$ cat config.mk
export PLATFORM = sky130hd
export DESIGN_NAME = tpf_mdu
export DESIGN_NICKNAME = d
export VERILOG_FILES = /design/src/hw/rtl/two_axis_pid_follower_unit_defines.svh /design/src/hw/rtl/tpf_pkg.sv /design/src/hw/rtl/tpf_mdu.sv
export SDC_FILE = /design/constraint.sdc
export NUM_CORES = 2
export LEC_CHECK = 0
export ABC_AREA = 1
export BUFFER_PORTS_ARGS = -buffer_cell sky130_fd_sc_hd__buf_2
export CORE_ASPECT_RATIO = 0.7
export CORE_UTILIZATION = 63
export DETAILED_ROUTE_END_ITERATION = 12
export MAX_ROUTING_LAYER = met4
export PLACE_DENSITY_LB_ADDON = 0.2
export SETUP_SLACK_MARGIN = 0.2
export SLEW_MARGIN = 40
export SYNTH_ARGS = -nofsm -noshare
export SYNTH_HDL_FRONTEND = slang
export SYNTH_SLANG_ARGS = --single-unit
$ cat constraint.sdc
create_clock -name aclk -period 9.8 [get_ports aclk]
set_input_delay 1.47 -clock aclk [delete_from_list [all_inputs] [get_ports aclk]]
set_output_delay 1.47 -clock aclk [all_outputs]
set_load 0.02 [all_outputs]
$ cat src/hw/rtl/two_axis_pid_follower_unit_defines.svh
// ----------------------------------------------------------------------------
// Assertion macros for the two-axis PID follower
// Every module that includes this file has ports named aclk and aresetn.
// ----------------------------------------------------------------------------
`ifndef TWO_AXIS_PID_FOLLOWER_UNIT_DEFINES_SVH
`define TWO_AXIS_PID_FOLLOWER_UNIT_DEFINES_SVH

// Check a consequence in the same cycle as its antecedent
`define TPF_ASSERT_SAME(lbl, ante, cons, msg) \
    lbl: assert property (@(posedge aclk) disable iff (!aresetn) (ante) |-> (cons)) \
        else $error(msg);

// Check a consequence in the cycle after its antecedent
`define TPF_ASSERT_NEXT(lbl, ante, cons, msg) \
    lbl: assert property (@(posedge aclk) disable iff (!aresetn) (ante) |=> (cons)) \
        else $error(msg);

`endif

$ cat src/hw/rtl/tpf_pkg.sv
// ----------------------------------------------------------------------------
// tpf_pkg
// Shared types and constants of the two-axis PID follower.
// ----------------------------------------------------------------------------
`timescale 1ns / 1ps

package tpf_pkg;

    // Field widths
    localparam int POS_W      = 24;   // positions, offsets, errors
    localparam int TIME_W     = 32;   // time stamps and time step
    localparam int INTEG_W    = 32;   // integral, derivative, control
    localparam int GAIN_REG_W = 16;   // gain bits taken from a write
    localparam int TS_FRAC    = 16;   // fraction bits of a time value

    // Datapath widths
    localparam int MUL_W      = 33;              // signed multiplier operand
    localparam int PROD_W     = 2 * MUL_W;       // full product
    localparam int ACC_W      = 56;              // control sum and wide sums
    localparam int SUMPOS_W   = 52;              // position plus step
    localparam int DIFF_W     = POS_W + 1;       // error difference
    localparam int DIVIDEND_W = DIFF_W + TS_FRAC;
    localparam int DIV_STEPS  = DIVIDEND_W;      // one quotient bit a cycle
    localparam int DIV_CNT_W  = $clog2(DIV_STEPS + 1);

    // Configuration port
    localparam int CFG_ADDR_W = 3;
    localparam int CFG_DATA_W = POS_W;

    // Saturation bounds
    localparam logic signed [POS_W-1:0]   POS_MAX = 24'sh7FFFFF;
    localparam logic signed [POS_W-1:0]   POS_MIN = 24'sh800000;
    localparam logic signed [INTEG_W-1:0] W32_MAX = 32'sh7FFFFFFF;
    localparam logic signed [INTEG_W-1:0] W32_MIN = 32'sh80000000;

    // Register indexes
    typedef enum logic [CFG_ADDR_W-1:0] {
        CFG_GAIN_PROP  = 3'd0,
        CFG_GAIN_INTEG = 3'd1,
        CFG_GAIN_DERIV = 3'd2,
        CFG_OFFSET_X   = 3'd3,
        CFG_OFFSET_Y   = 3'd4
    } cfg_addr_t;

    // Sequencer states
    typedef enum logic [3:0] {
        ST_IDLE,
        ST_ERR,
        ST_MUL_EDT,
        ST_INTEG,
        ST_DIV_WAIT,
        ST_MUL_P,
        ST_MUL_I,
        ST_MUL_D,
        ST_SUM,
        ST_CTL,
        ST_MUL_STEP,
        ST_POS,
        ST_DONE
    } tpf_state_t;

    // Command to the multiply/divide unit
    typedef struct packed {
        logic                         mul_en;
        logic signed [MUL_W-1:0]      mul_a;
        logic signed [MUL_W-1:0]      mul_b;
        logic                         div_start;
        logic [DIVIDEND_W-1:0]        dividend;
        logic [TIME_W-1:0]            divisor;
    } mdu_req_t;

    // Status of the multiply/divide unit
    typedef struct packed {
        logic div_busy;
        logic div_done;
    } mdu_stat_t;

endpackage

$ cat src/hw/rtl/tpf_mdu.sv
// ----------------------------------------------------------------------------
// tpf_mdu
// Shared multiply/divide unit: a registered 33x33 signed multiplier and a
// restoring divider that produces one quotient bit per cycle.
// ----------------------------------------------------------------------------
`timescale 1ns / 1ps

module tpf_mdu (
    input  logic                                 aclk,
    input  logic                                 aresetn,
    input  tpf_pkg::mdu_req_t                    req,
    output tpf_pkg::mdu_stat_t                   stat,
    output logic signed [tpf_pkg::PROD_W-1:0]    prod,
    output logic [tpf_pkg::DIVIDEND_W-1:0]       quot
);
    import tpf_pkg::*;

    logic signed [PROD_W-1:0]   prod_reg;
    logic                       busy_reg;
    logic                       done_reg;
    logic [DIV_CNT_W-1:0]       cnt_reg;
    logic [TIME_W-1:0]          rem_reg;
    logic [DIVIDEND_W-1:0]      quo_reg;
    logic [TIME_W-1:0]          dvsr_reg;

    logic [TIME_W:0]            rem_shift;
    logic [TIME_W:0]            rem_diff;
    logic                       rem_ge;
    logic [TIME_W-1:0]          rem_next;
    logic [DIVIDEND_W-1:0]      quo_next;

    // Shift in the next dividend bit and trial-subtract the divisor
    always_comb begin
        rem_shift = {rem_reg, quo_reg[DIVIDEND_W-1]};
        rem_diff  = rem_shift - {1'b0, dvsr_reg};
        rem_ge    = (rem_shift >= {1'b0, dvsr_reg});
        rem_next  = rem_ge ? rem_diff[TIME_W-1:0] : rem_shift[TIME_W-1:0];
        quo_next  = {quo_reg[DIVIDEND_W-2:0], rem_ge};
    end

    // Register the product when requested
    always_ff @(posedge aclk) begin
        if (req.mul_en) begin
            prod_reg <= req.mul_a * req.mul_b;
        end
    end

    // Divider control: count the steps and flag the last one
    always_ff @(posedge aclk) begin
        if (!aresetn) begin
            busy_reg <= 1'b0;
            done_reg <= 1'b0;
            cnt_reg  <= '0;
        end else begin
            done_reg <= busy_reg && (cnt_reg == DIV_CNT_W'(1));
            if (req.div_start) begin
                busy_reg <= 1'b1;
                cnt_reg  <= DIV_CNT_W'(DIV_STEPS);
            end else if (busy_reg) begin
                cnt_reg <= cnt_reg - DIV_CNT_W'(1);
                if (cnt_reg == DIV_CNT_W'(1)) begin
                    busy_reg <= 1'b0;
                end
            end
        end
    end

    // Divider datapath: load operands, then advance one bit a cycle
    always_ff @(posedge aclk) begin
        if (req.div_start) begin
            rem_reg  <= '0;
            quo_reg  <= req.dividend;
            dvsr_reg <= req.divisor;
        end else if (busy_reg) begin
            rem_reg <= rem_next;
            quo_reg <= quo_next;
        end
    end

    assign prod          = prod_reg;
    assign quot          = quo_reg;
    assign stat.div_busy = busy_reg;
    assign stat.div_done = done_reg;

endmodule

==> impl_metrics.tcl <==
set metrics [dict create \
    dieWidth_um 340 \
    max_freq_mhz 110 \
    synth-compound-area-share_pct 2.30 \
    worstSetupEndpoint "prod[51]" \
    syn_area_per_cell_um2 7.97 \
    synth-xor-area-share_pct 1.27 \
    worstSetupPathType "input pin to flop" \
    yosys-mux-area-fraction_pct 0 \
    cts_hold_buf 0 \
    drt_iter0_drc 3824 \
    post-dp-hpwl_um 120000 \
    area_growth_pct 5.38 \
    grt_pass1_vias 41920 \
    postLayoutCoreUtil_pct 67.1 \
    routed_via_density 5.39 \
    hold_violations 0 \
    drv_cap 0 \
    synthArstFlopShare_pct 0 \
    outcome "completed" \
    wl_um 144000 \
    grt_max_degree 67 \
    crit_path_start_kind "input pin" \
    synth_top_area_share_pct 45.7 \
    critPathCaptureType "flop" \
    dr.pass1.iters 8 \
    max_stage_delay_ps 970 \
    start_util_pct 63.7 \
    ant_nets 0 \
    synth_common_cells "inv_1 (1949), nand2_1 (1718), fa_1 (1146), clkbuf_1 (274), ha_1 (251)" \
    arrival_ps 9330 \
    hold_slack_ps 470 \
    synth_largest_area_cell "fa_1" \
    slew_viol_final 0 \
    yosys_warnings 0 \
    syn_inst 6307 \
    wl_per_cell_um 19.4 \
    drc_errors 0 \
    clock_latency_ps 510 \
    crit_start "req[139]" \
    min_period_ps 9070 \
    ys_seq_area_share_pct 9.90 \
    cts_root_buffer "clkbuf_16" \
    required_ps 10060 \
    fin_worst_skew_ps 19.9 \
    synth_fa_ha_area_share_pct 51.9 \
    reg2regPathDepth 15 \
    hold_path.class "flop to flop" \
    final_cell_area_um2 53000 \
    cts.sinks 179 \
    worst_path_max_delay_cell "fa_1" \
    core_area_um2 78900 \
    synth_top_family_by_area "adder cells" \
    cts_max_path_buffers 3 \
    placed_area_um2 52100 \
    num_io_pins 252 \
    synth_fp_nets 7847 \
    grt_remaining_overflow 0 \
    synth_area_leaders "fa_1 (46%), inv_1 (15%), nand2_1 (13%), edfxtp_1 (8.3%), ha_1 (6.2%)" \
    synth.cell_area_um2 50300 \
    worst_slew_pin_slew_ps 944 \
    r2r_start "quot[40]" \
    reg2reg_setup_slack_ps 6900 \
    finalCritPeriodShare_pct 92.6 \
    rsz0062_at_grt "false" \
    yosysMostFrequentCell "inv_1" \
    critPathMaxFanout 13 \
    fin_setup_tns_ps 0 \
    crit_cells 25 \
    grt_use_total_pct 38.4 \
    vias 39966 \
    synth_flop_cell "edfxtp_1" \
    routabilityCongestion 1.07 \
    die_h_um 238 \
    h-tree-depth 4 \
    synth_edf_count 139 \
    post_cts_buffers 0 \
    slew-limit-headroom_pct 37.1 \
    fillCellCount 6643 \
    setup_viol 0 \
    synth.distinct_cells 47 \
    grt_pass1_wl_um 232000 \
    antenna_found_initial 6 \
    largest_reg_flops 66 \
    finalNetCount 7891 \
    drive_above_1_share_pct 6.26 \
    clk_pin_slew_worst_paths_ps 70 \
    cp_num_buf_inv 8 \
    port_buffers 251 \
    ys_ff_latch 179 \
    rr_endpoint "rem_reg[22]" \
    fp.dieArea_um2 80900 \
    rows 86 \
    synth-simple-area-share_pct 17.7 \
    cts-resized-gates 0 \
    crit_family "adder cells" \
    cts_buffers 25 \
    cts_tree "done" \
    crit_top_cell "fa_1" \
]
## cell type report
| type | instances | area, µm² | share of cell area [%] |
|---|---|---|---|
| multi-input cells | 3885 | 36800 | 69.5 |
| inverters | 1953 | 7330 | 13.8 |
| flip-flops and latches | 179 | 4970 | 9.39 |
| repair buffers | 307 | 1770 | 3.35 |
| well taps | 1056 | 1320 | 2.49 |
| clock buffers | 28 | 668 | 1.26 |
| clock inverters | 5 | 73.8 | 0.139 |
| diodes | 5 | 12.5 | 0.0236 |
## worst min-delay path, delay by kind of cell (launching register included)
kind / cells / cell delay, ps
flops: 1 / 320
simple gates: 2 / 100
## metal layers
layer	wire, µm	vias to the layer above	global-route usage [%]
li1	-	17733	-
met1	61100	19730	54.9
met2	63200	2228	56.9
met3	16300	275	7.88
met4	3510	0	8.38
met5	0	-	-
## worst min path at each step
stage	from	end	cells past startpoint
2_1_floorplan	rem_reg[10]	rem_reg[10]	2
3_3_place_gp	rem_reg[24]	rem_reg[24]	2
3_5_place_dp	rem_reg[13]	rem_reg[13]	2
4_1_cts	rem_reg[8]	rem_reg[8]	2
5_1_grt	rem_reg[13]	rem_reg[13]	2
6_report	rem_reg[5]	rem_reg[5]	2
## stage by stage
stage	worst slack, ps	cells
global placement	433	7377
finish	727	7418
global route	443	7417
floorplan	1230	6307
CTS	815	7411
detailed placement	323	7378
## layout by cell type, fill, tap and decap left out, types with 4 or more instances in the layout
cell type  instances
a21oi_1          102
nor4_1             8
inv_2              4
a21o_1             7
o21ai_0           67
clkbuf_16         26
dfxtp_1           40
nand4_1           22
nand2_1         1718
o21bai_1          15
a31oi_1            5
nor2_1           212
or2_2              7
buf_4             70
nand3b_1          21
buf_2            233
fa_1            1145
xor2_1            46
ha_1             251
nand3_1          135
edfxtp_1         139
diode_2            5
nor2_4             4
nand3_2           26
inv_1           1947
nor3_1            25
nand2_2            7
nor2_2             6
xnor2_1           27
## cells by family after synthesis
| kind of cell | after synthesis |
|---|---|
| AO/OA/AOI/OAI | 212 |
| XOR/XNOR | 73 |
| adder cells (fa/ha/maj) | 1397 |
| buffers and inverters | 2243 |
| flip-flops | 179 |
| AND/OR/NAND/NOR | 2203 |
Power is not shown: default switching activity piles up to over one toggle a cycle in this logic, so the estimate is an artifact.
