File: config.mk
export PLATFORM = sky130hd
export DESIGN_NAME = tpf_ctrl
export DESIGN_NICKNAME = d
export VERILOG_FILES = /design/src/hw/rtl/tpf_pkg.sv /design/src/hw/rtl/tpf_ctrl.sv
export VERILOG_INCLUDE_DIRS = /design/src /design/src/hw/rtl
export SDC_FILE = /design/constraint.sdc
export NUM_CORES = 2
export LEC_CHECK = 0
export BUFFER_PORTS_ARGS = -buffer_cell sky130_fd_sc_hd__buf_2
export CORE_MARGIN = 4
export CORE_UTILIZATION = 50
export DETAILED_ROUTE_END_ITERATION = 16
export PLACE_DENSITY = 0.71
export SYNTH_ARGS = -nofsm -noshare
export SYNTH_HDL_FRONTEND = slang
export SYNTH_SLANG_ARGS = --single-unit
File: constraint.sdc
create_clock -name aclk -period 6.1 [get_ports aclk]
set_input_delay 0.61 -clock aclk [delete_from_list [all_inputs] [get_ports aclk]]
set_output_delay 0.61 -clock aclk [all_outputs]
set_load 0.02 [all_outputs]
File: src/hw/rtl/two_axis_pid_follower_unit_defines.svh
// ----------------------------------------------------------------------------
// Assertion macros for the two-axis PID follower
// Every module that includes this file has ports named aclk and aresetn.
// ----------------------------------------------------------------------------
`ifndef TWO_AXIS_PID_FOLLOWER_UNIT_DEFINES_SVH
`define TWO_AXIS_PID_FOLLOWER_UNIT_DEFINES_SVH

// Check a consequence in the same cycle as its antecedent
`define TPF_ASSERT_SAME(lbl, ante, cons, msg) \
    lbl: assert property (@(posedge aclk) disable iff (!aresetn) (ante) |-> (cons)) \
        else $error(msg);

// Check a consequence in the cycle after its antecedent
`define TPF_ASSERT_NEXT(lbl, ante, cons, msg) \
    lbl: assert property (@(posedge aclk) disable iff (!aresetn) (ante) |=> (cons)) \
        else $error(msg);

`endif

File: src/hw/rtl/tpf_pkg.sv
// ----------------------------------------------------------------------------
// tpf_pkg
// Shared types and constants of the two-axis PID follower.
// ----------------------------------------------------------------------------
`timescale 1ns / 1ps

package tpf_pkg;

    // Field widths
    localparam int POS_W      = 24;   // positions, offsets, errors
    localparam int TIME_W     = 32;   // time stamps and time step
    localparam int INTEG_W    = 32;   // integral, derivative, control
    localparam int GAIN_REG_W = 16;   // gain bits taken from a write
    localparam int TS_FRAC    = 16;   // fraction bits of a time value

    // Datapath widths
    localparam int MUL_W      = 33;              // signed multiplier operand
    localparam int PROD_W     = 2 * MUL_W;       // full product
    localparam int ACC_W      = 56;              // control sum and wide sums
    localparam int SUMPOS_W   = 52;              // position plus step
    localparam int DIFF_W     = POS_W + 1;       // error difference
    localparam int DIVIDEND_W = DIFF_W + TS_FRAC;
    localparam int DIV_STEPS  = DIVIDEND_W;      // one quotient bit a cycle
    localparam int DIV_CNT_W  = $clog2(DIV_STEPS + 1);

    // Configuration port
    localparam int CFG_ADDR_W = 3;
    localparam int CFG_DATA_W = POS_W;

    // Saturation bounds
    localparam logic signed [POS_W-1:0]   POS_MAX = 24'sh7FFFFF;
    localparam logic signed [POS_W-1:0]   POS_MIN = 24'sh800000;
    localparam logic signed [INTEG_W-1:0] W32_MAX = 32'sh7FFFFFFF;
    localparam logic signed [INTEG_W-1:0] W32_MIN = 32'sh80000000;

    // Register indexes
    typedef enum logic [CFG_ADDR_W-1:0] {
        CFG_GAIN_PROP  = 3'd0,
        CFG_GAIN_INTEG = 3'd1,
        CFG_GAIN_DERIV = 3'd2,
        CFG_OFFSET_X   = 3'd3,
        CFG_OFFSET_Y   = 3'd4
    } cfg_addr_t;

    // Sequencer states
    typedef enum logic [3:0] {
        ST_IDLE,
        ST_ERR,
        ST_MUL_EDT,
        ST_INTEG,
        ST_DIV_WAIT,
        ST_MUL_P,
        ST_MUL_I,
        ST_MUL_D,
        ST_SUM,
        ST_CTL,
        ST_MUL_STEP,
        ST_POS,
        ST_DONE
    } tpf_state_t;

    // Command to the multiply/divide unit
    typedef struct packed {
        logic                         mul_en;
        logic signed [MUL_W-1:0]      mul_a;
        logic signed [MUL_W-1:0]      mul_b;
        logic                         div_start;
        logic [DIVIDEND_W-1:0]        dividend;
        logic [TIME_W-1:0]            divisor;
    } mdu_req_t;

    // Status of the multiply/divide unit
    typedef struct packed {
        logic div_busy;
        logic div_done;
    } mdu_stat_t;

endpackage

File: src/hw/rtl/tpf_ctrl.sv
// ----------------------------------------------------------------------------
// tpf_ctrl
// Sequencer and datapath registers: walks each axis through error, integral,
// derivative, control sum and position step on the shared unit.
// ----------------------------------------------------------------------------
`timescale 1ns / 1ps
`include "two_axis_pid_follower_unit_defines.svh"

module tpf_ctrl #(
    parameter  int FRACTION_BITS = 12,
    localparam int GAIN_W = (FRACTION_BITS > tpf_pkg::GAIN_REG_W) ?
                            FRACTION_BITS : tpf_pkg::GAIN_REG_W
) (
    input  logic                                  aclk,
    input  logic                                  aresetn,
    // request capture
    input  logic                                  start,
    input  logic signed [tpf_pkg::POS_W-1:0]      lead_x,
    input  logic signed [tpf_pkg::POS_W-1:0]      lead_y,
    input  logic signed [tpf_pkg::POS_W-1:0]      own_x,
    input  logic signed [tpf_pkg::POS_W-1:0]      own_y,
    input  logic [tpf_pkg::TIME_W-1:0]            time_now,
    output logic                                  idle,
    // configuration
    input  logic [GAIN_W-1:0]                     gain_prop,
    input  logic [GAIN_W-1:0]                     gain_integ,
    input  logic [GAIN_W-1:0]                     gain_deriv,
    input  logic signed [tpf_pkg::POS_W-1:0]      offset_x,
    input  logic signed [tpf_pkg::POS_W-1:0]      offset_y,
    // result
    input  logic                                  out_free,
    output logic                                  res_valid,
    output logic signed [tpf_pkg::POS_W-1:0]      res_new_x,
    output logic signed [tpf_pkg::POS_W-1:0]      res_new_y,
    output logic                                  res_zero,
    // shared unit
    output tpf_pkg::mdu_req_t                     mdu_req,
    input  tpf_pkg::mdu_stat_t                    mdu_stat,
    input  logic signed [tpf_pkg::PROD_W-1:0]     prod,
    input  logic [tpf_pkg::DIVIDEND_W-1:0]        quot
);
    import tpf_pkg::*;

    localparam logic signed [PROD_W-1:0] HALF_TS  = PROD_W'(1) << (TS_FRAC - 1);
    localparam logic signed [ACC_W-1:0]  CTL_HALF = ACC_W'(1) << (FRACTION_BITS - 1);

    function automatic logic signed [POS_W-1:0] sat_pos(input logic signed [SUMPOS_W-1:0] v);
        logic signed [POS_W-1:0] r;
        if (v > SUMPOS_W'(POS_MAX)) begin
            r = POS_MAX;
        end else if (v < SUMPOS_W'(POS_MIN)) begin
            r = POS_MIN;
        end else begin
            r = $signed(v[POS_W-1:0]);
        end
        return r;
    endfunction

    function automatic logic signed [INTEG_W-1:0] sat_w32(input logic signed [ACC_W-1:0] v);
        logic signed [INTEG_W-1:0] r;
        if (v > ACC_W'(W32_MAX)) begin
            r = W32_MAX;
        end else if (v < ACC_W'(W32_MIN)) begin
            r = W32_MIN;
        end else begin
            r = $signed(v[INTEG_W-1:0]);
        end
        return r;
    endfunction

    // Control state
    tpf_state_t state_reg, state_next;
    logic       axis_reg;

    // Per-item and per-axis registers
    logic signed [POS_W-1:0]    lead_reg [2];
    logic signed [POS_W-1:0]    own_reg [2];
    logic signed [POS_W-1:0]    newpos_reg [2];
    logic [TIME_W-1:0]          dt_reg;
    logic                       zero_reg;
    logic signed [POS_W-1:0]    err_reg;
    logic                       div_neg_reg;
    logic signed [INTEG_W-1:0]  deriv_reg;
    logic signed [ACC_W-1:0]    acc_reg;
    logic signed [INTEG_W-1:0]  ctl_reg;

    // Controller memory across items
    logic signed [INTEG_W-1:0]  integ_reg [2];
    logic signed [POS_W-1:0]    last_err_reg [2];
    logic [TIME_W-1:0]          last_time_reg;

    // Datapath terms
    logic signed [POS_W-1:0]    lead_sel;
    logic signed [POS_W-1:0]    own_sel;
    logic signed [POS_W-1:0]    off_sel;
    logic signed [INTEG_W-1:0]  integ_sel;
    logic signed [POS_W-1:0]    last_err_sel;
    logic signed [POS_W+1:0]    err_wide;
    logic signed [POS_W-1:0]    err_sat;
    logic signed [PROD_W-1:0]   prod_round;
    logic signed [ACC_W-1:0]    integ_sum;
    logic signed [INTEG_W-1:0]  integ_new;
    logic signed [DIFF_W-1:0]   diff;
    logic                       diff_neg;
    logic [DIFF_W-1:0]          diff_mag;
    logic signed [ACC_W-1:0]    deriv_mag;
    logic signed [ACC_W-1:0]    deriv_wide;
    logic signed [INTEG_W-1:0]  deriv_new;
    logic signed [ACC_W-1:0]    acc_prod;
    logic signed [ACC_W-1:0]    ctl_round;
    logic signed [INTEG_W-1:0]  ctl_new;
    logic signed [SUMPOS_W-1:0] pos_sum;
    logic signed [POS_W-1:0]    pos_new;

    // Select the current axis and form the arithmetic around the shared unit
    always_comb begin
        lead_sel     = lead_reg[axis_reg];
        own_sel      = own_reg[axis_reg];
        off_sel      = axis_reg ? offset_y : offset_x;
        integ_sel    = integ_reg[axis_reg];
        last_err_sel = last_err_reg[axis_reg];

        err_wide = (POS_W+2)'(lead_sel) + (POS_W+2)'(off_sel) - (POS_W+2)'(own_sel);
        err_sat  = sat_pos(SUMPOS_W'(err_wide));

        // round to nearest, ties upward, on the time fraction
        prod_round = (prod + HALF_TS) >>> TS_FRAC;
        integ_sum  = ACC_W'(integ_sel) + $signed(prod_round[ACC_W-1:0]);
        integ_new  = sat_w32(integ_sum);

        diff     = DIFF_W'(err_reg) - DIFF_W'(last_err_sel);
        diff_neg = diff[DIFF_W-1];
        diff_mag = diff_neg ? DIFF_W'(-diff) : DIFF_W'(diff);

        deriv_mag  = $signed(ACC_W'(quot));
        deriv_wide = div_neg_reg ? -deriv_mag : deriv_mag;
        deriv_new  = sat_w32(deriv_wide);

        acc_prod  = $signed(prod[ACC_W-1:0]);
        ctl_round = (acc_reg + CTL_HALF) >>> FRACTION_BITS;
        ctl_new   = sat_w32(ctl_round);

        pos_sum = SUMPOS_W'(own_sel) + $signed(prod_round[SUMPOS_W-1:0]);
        pos_new = sat_pos(pos_sum);
    end

    // Next state
    always_comb begin
        state_next = state_reg;
        unique case (state_reg)
            ST_IDLE: begin
                if (start) begin
                    state_next = ST_ERR;
                end
            end
            ST_ERR:      state_next = ST_MUL_EDT;
            ST_MUL_EDT:  state_next = ST_INTEG;
            ST_INTEG:    state_next = zero_reg ? ST_MUL_P : ST_DIV_WAIT;
            ST_DIV_WAIT: begin
                if (mdu_stat.div_done) begin
                    state_next = ST_MUL_P;
                end
            end
            ST_MUL_P:    state_next = ST_MUL_I;
            ST_MUL_I:    state_next = ST_MUL_D;
            ST_MUL_D:    state_next = ST_SUM;
            ST_SUM:      state_next = ST_CTL;
            ST_CTL:      state_next = ST_MUL_STEP;
            ST_MUL_STEP: state_next = ST_POS;
            ST_POS:      state_next = axis_reg ? ST_DONE : ST_ERR;
            ST_DONE: begin
                if (out_free) begin
                    state_next = ST_IDLE;
                end
            end
            default:     state_next = ST_IDLE;
        endcase
    end

    // Outputs: operands for the shared unit and handshake flags
    always_comb begin
        mdu_req   = '0;
        idle      = 1'b0;
        res_valid = 1'b0;
        unique case (state_reg)
            ST_IDLE: idle = 1'b1;
            ST_MUL_EDT: begin
                mdu_req.mul_en = 1'b1;
                mdu_req.mul_a  = MUL_W'(err_reg);
                mdu_req.mul_b  = $signed({1'b0, dt_reg});
            end
            ST_INTEG: begin
                mdu_req.div_start = !zero_reg;
                mdu_req.dividend  = {diff_mag, TS_FRAC'(0)};
                mdu_req.divisor   = dt_reg;
            end
            ST_MUL_P: begin
                mdu_req.mul_en = 1'b1;
                mdu_req.mul_a  = $signed(MUL_W'(gain_prop));
                mdu_req.mul_b  = MUL_W'(err_reg);
            end
            ST_MUL_I: begin
                mdu_req.mul_en = 1'b1;
                mdu_req.mul_a  = $signed(MUL_W'(gain_integ));
                mdu_req.mul_b  = MUL_W'(integ_sel);
            end
            ST_MUL_D: begin
                mdu_req.mul_en = 1'b1;
                mdu_req.mul_a  = $signed(MUL_W'(gain_deriv));
                mdu_req.mul_b  = MUL_W'(deriv_reg);
            end
            ST_MUL_STEP: begin
                mdu_req.mul_en = 1'b1;
                mdu_req.mul_a  = MUL_W'(ctl_reg);
                mdu_req.mul_b  = $signed({1'b0, dt_reg});
            end
            ST_DONE: res_valid = out_free;
            default: mdu_req = '0;
        endcase
    end

    // Advance state and axis
    always_ff @(posedge aclk) begin
        if (!aresetn) begin
            state_reg <= ST_IDLE;
            axis_reg  <= 1'b0;
        end else begin
            state_reg <= state_next;
            if ((state_reg == ST_IDLE) && start) begin
                axis_reg <= 1'b0;
            end else if ((state_reg == ST_POS) && !axis_reg) begin
                axis_reg <= 1'b1;
            end
        end
    end

    // Hold integrals, last errors and last time stamp across requests
    always_ff @(posedge aclk) begin
        if (!aresetn) begin
            integ_reg[0]    <= '0;
            integ_reg[1]    <= '0;
            last_err_reg[0] <= '0;
            last_err_reg[1] <= '0;
            last_time_reg   <= '0;
        end else begin
            if ((state_reg == ST_IDLE) && start) begin
                last_time_reg <= time_now;
            end
            if (state_reg == ST_INTEG) begin
                integ_reg[axis_reg] <= integ_new;
            end
            if (state_reg == ST_POS) begin
                last_err_reg[axis_reg] <= err_reg;
            end
        end
    end

    // Working registers of the current request
    always_ff @(posedge aclk) begin
        unique case (state_reg)
            ST_IDLE: begin
                if (start) begin
                    lead_reg[0] <= lead_x;
                    lead_reg[1] <= lead_y;
                    own_reg[0]  <= own_x;
                    own_reg[1]  <= own_y;
                    dt_reg      <= time_now - last_time_reg;
                    zero_reg    <= (time_now == last_time_reg);
                end
            end
            ST_ERR: err_reg <= err_sat;
            ST_INTEG: begin
                div_neg_reg <= diff_neg;
                if (zero_reg) begin
                    deriv_reg <= '0;
                end
            end
            ST_DIV_WAIT: begin
                if (mdu_stat.div_done) begin
                    deriv_reg <= deriv_new;
                end
            end
            ST_MUL_I:  acc_reg <= acc_prod;
            ST_MUL_D:  acc_reg <= acc_reg + acc_prod;
            ST_SUM:    acc_reg <= acc_reg + acc_prod;
            ST_CTL:    ctl_reg <= ctl_new;
            ST_POS:    newpos_reg[axis_reg] <= pos_new;
            default: begin
            end
        endcase
    end

    assign res_new_x = newpos_reg[0];
    assign res_new_y = newpos_reg[1];
    assign res_zero  = zero_reg;

    `TPF_ASSERT_SAME(a_div_wait_covered, state_reg == ST_DIV_WAIT, mdu_stat.div_busy || mdu_stat.div_done, "waiting on a divider that is not running")
    `TPF_ASSERT_SAME(a_div_nonzero_step, mdu_req.div_start, dt_reg != '0, "division started with a zero time step")
    `TPF_ASSERT_NEXT(a_axis_switch, (state_reg == ST_POS) && !axis_reg, (state_reg == ST_ERR) && axis_reg, "x axis did not hand over to y axis")
    `TPF_ASSERT_NEXT(a_result_then_idle, res_valid, state_reg == ST_IDLE, "sequencer not idle after delivering a result")

endmodule

==> results.md <==
- Reg2reg end: newpos_reg[1][15]
- Vias in the first global route: 31700
- Critical Path Sink Type: output port
- Largest net degree at the start of global routing: 110
- Clock skew: 0.0324 ns
- Via count: 34100
- CP max-delay cell: or4b_1
- Reg2Reg Depth: 16
- Leak Pwr: 0.0185 uW
- Critical Path End: mdu_req[70]
- Tmin final: 5.70 ns
- Asr flop ratio synth: 0%
- Yosys warns: 0
- Worst-Skew Late Latency: 0.63 ns
- Initial DRC count: 3225
- Final GP Congestion: 1.00
- CP Cell Sequence: buf_6 > mux2_2 > ha_1 > inv_1 > fa_1 > a21o_1 > a21oi_1 > o21bai_1 > a21oi_1 > xnor2_1 > or4b_1 > nor2_1 > nand3_1 > nor4_2 > a21oi_1 > xor2_1 > nor2_1 > buf_2
- DRC viols: 0
- FF-to-FF setup slack: 0.72 ns
- Peak Freq: 175 MHz
- Most used DFF post-synth: edfxtp_1
- Share of cells above drive strength 1: 19.4%
- Critical Path Max Stage Delay: 0.54 ns
- Pre-CTS WS: -0.0599 ns
- # Max-Cap Violations: 0
- Wirelength per Cell: 22.5 um
- I/O Buffers: 511
- Cell variety after synth: 99
- Period utilisation layout: 93.5%
- Sequential share of the synthesized area: 37.0%
- Worst setup SP type: register
- Die H: 281 um
- GRT Util Overall: 30.7%
- Layout area overhead: 17.0%
- Core Footprint: 73500 um2
- Critical setup path kind: reg -> out
- Die Area: 79100 um2
- Antenna violations before repair: 18
- CTS Buffer Depth: 3
- CTS HTree Levels: 2
- FF+latch count, synth: 472
- Post-synth EDFFs: 434
- Req. time, crit path: 5.49 ns
- Cells after Synth: 4080
- Hold Worst Slack: 0.150 ns
- TritonRoute pass-1 iters: 6
- CTS Sinks: 472
- Fin. max-slew vios: 0
- Root Buffer: clkbuf_16
- Most frequent CP cell: a21oi_1
- Final hold vios: 0
- RSZ-0062 raised after global routing: false
- Via density: 6.02
- Global-route wire length before repair: 188 mm
- Worst slew margin: 22.7%
- Largest register FFs: 64
- Routed Wire Length: 127 mm
- CTS tree: yes
- Post-DP HPWL: 101 mm
- Layout Nets: 5254
- CTS Buf Count: 54
- Peak VDD IR: 0.229 mV
- Num ports: 529
- Hold WC Path Type: in -> reg
- Final Worst Setup Slack: 0.399 ns
- Overflow left after global routing: 0
- Crit path DAT: 5.09 ns
- Outcome: finished clean
- Starting Density: 50.8%
- Synth Cell Area: 37300 um2
- Final Setup Violations: 0
- Worst-path clk slew: 0.06 ns
- Synth Area per Inst: 9.15 um2
- Critical-path maximum fanout: 14
- Power per cell area: 264 nW/um2
- Row cnt: 99
- CTS Hold Bufs: 0
- Die W: 281 um
- Slew @ Worst Pin: 1.14 ns
- Routed Antenna Nets: 0
## power breakdown
part           leakage (uW)  total, uW  internal [uW]  switching, uW
Sequential          0.00446       4140           3870            276
Clock              0.000861       3310           1910           1390
Combinational        0.0131       4060           1580           2480
Total                0.0185      11500           7360           4150
## layer usage
metal	track usage [%]	share of wire, %	vias to the layer above	wire (um)
li1	-	-	16200	-
met1	40.3	41	16200	52300
met2	49.5	45	1499	57600
met3	5.76	8.8	261	11200
met4	13.7	4.8	6	6130
met5	0	0.023	-	29
## worst max-delay path, delay by kind of cell, from the launching register on
kind            cells  cell delay (ns)
buf+inv             3             0.46
mux                 1             0.21
fa+ha+maj           2             0.56
xor+xnor            2             0.32
simple gates        5             1.57
flops               1             0.42
compound gates      5             0.90
## logic make-up (layout without fill, tap and decap cells)
| logic type | Yosys count | in the layout | share of synthesized area (%) |
|---|---|---|---|
| other | 1 | 34 | 0.0101 |
| AOI/OAI and AO/OA | 1204 | 1204 | 20.8 |
| xor gates and xnor gates | 311 | 311 | 7.30 |
| adders and majority gates | 269 | 269 | 9.60 |
| DFF | 472 | 472 | 37.0 |
| and+or+nand+nor | 1290 | 1290 | 17.0 |
| buffers and inverters | 389 | 985 | 4.20 |
| muxes | 144 | 144 | 4.08 |
## cell type report
cell class / count / area [um2]
Antenna cell: 18 / 45.0
Clock buffer: 63 / 1410
Clock inverter: 36 / 384
Fill cell: 6415 / 29800
Inverter: 207 / 786
Multi-Input combinational cell: 3234 / 22100
Sequential cell: 472 / 13800
Tap cell: 959 / 1200
Timing Repair Buffer: 679 / 3920
## per-stage QoR
| step | cells | area [um2] | setup TNS [ns] | total power [uW] | util (%) |
|---|---|---|---|---|---|
| 2_1_floorplan | 4095 | 37400 | 0 | 6820 | - |
| 3_3_place_gp | 5548 | 41800 | 0 | 8110 | 56.8 |
| 3_5_place_dp | 5548 | 41800 | -0.167 | 8160 | 56.8 |
| 4_1_cts | 5648 | 43600 | 0 | 11500 | 59.3 |
| 5_1_grt | 5663 | 43600 | 0 | 12100 | 59.4 |
| 6_report | 5668 | 43700 | 0 | 11500 | 59.4 |
## worst min-delay path by stage
stage / end / cells after the start / slack (ns) / from
after detailed placement: last_time_reg[13] / 2 / 0.46 / last_time_reg[13]
after CTS: own_reg[1][12] / 1 / 0.12 / own_y[12]
after global routing: own_reg[0][23] / 1 / 0.13 / own_x[23]
after global placement: last_time_reg[9] / 2 / 0.45 / last_time_reg[9]
final: lead_reg[0][10] / 1 / 0.15 / lead_x[10]
after floorplan: last_time_reg[29] / 2 / 0.44 / last_time_reg[29]
## Yosys cell counts, types with 29 or more instances
cell type / number / area share, %
a211oi_1: 32 / 0.64
a21boi_0: 36 / 0.72
a21o_1: 135 / 2.7
a21oi_1: 315 / 4.2
a22oi_1: 89 / 1.8
a31oi_1: 32 / 0.54
and2_1: 67 / 1.1
and3_1: 89 / 1.5
clkbuf_1: 129 / 1.3
dfxtp_1: 38 / 2.0
edfxtp_1: 434 / 35
fa_1: 29 / 1.6
ha_1: 240 / 8.0
inv_1: 205 / 2.1
mux2_2: 65 / 2.0
mux2i_1: 79 / 2.1
nand2_1: 402 / 4.0
nand2b_1: 46 / 0.77
nand3_1: 123 / 1.6
nand4_1: 59 / 0.99
nor2_1: 260 / 2.6
nor2b_1: 38 / 0.64
nor3_1: 61 / 0.82
o21a_1: 40 / 0.80
o21ai_0: 284 / 3.8
or3_1: 35 / 0.59
xnor2_1: 165 / 3.9
xor2_1: 146 / 3.4
## cells in the final DEF, fill, tap and decap left out, types with 46 or more instances in the layout
cell,count
buf_2,511
edfxtp_1,434
nand2_1,400
a21oi_1,315
o21ai_0,282
nor2_1,257
ha_1,240
inv_1,205
xnor2_1,164
buf_4,159
xor2_1,146
a21o_1,135
nand3_1,122
and3_1,89
a22oi_1,89
mux2i_1,79
and2_1,67
mux2_2,65
nor3_1,60
nand4_1,59
clkbuf_16,55
nand2b_1,46
## timing repair
action | in CTS | in global routing
pin swaps | 0 | 0
buffers inserted | 1 | 2
gates resized for setup | 0 | 6
setup endpoints to repair | 5 | 18
Power figures use the tool's default switching activity.
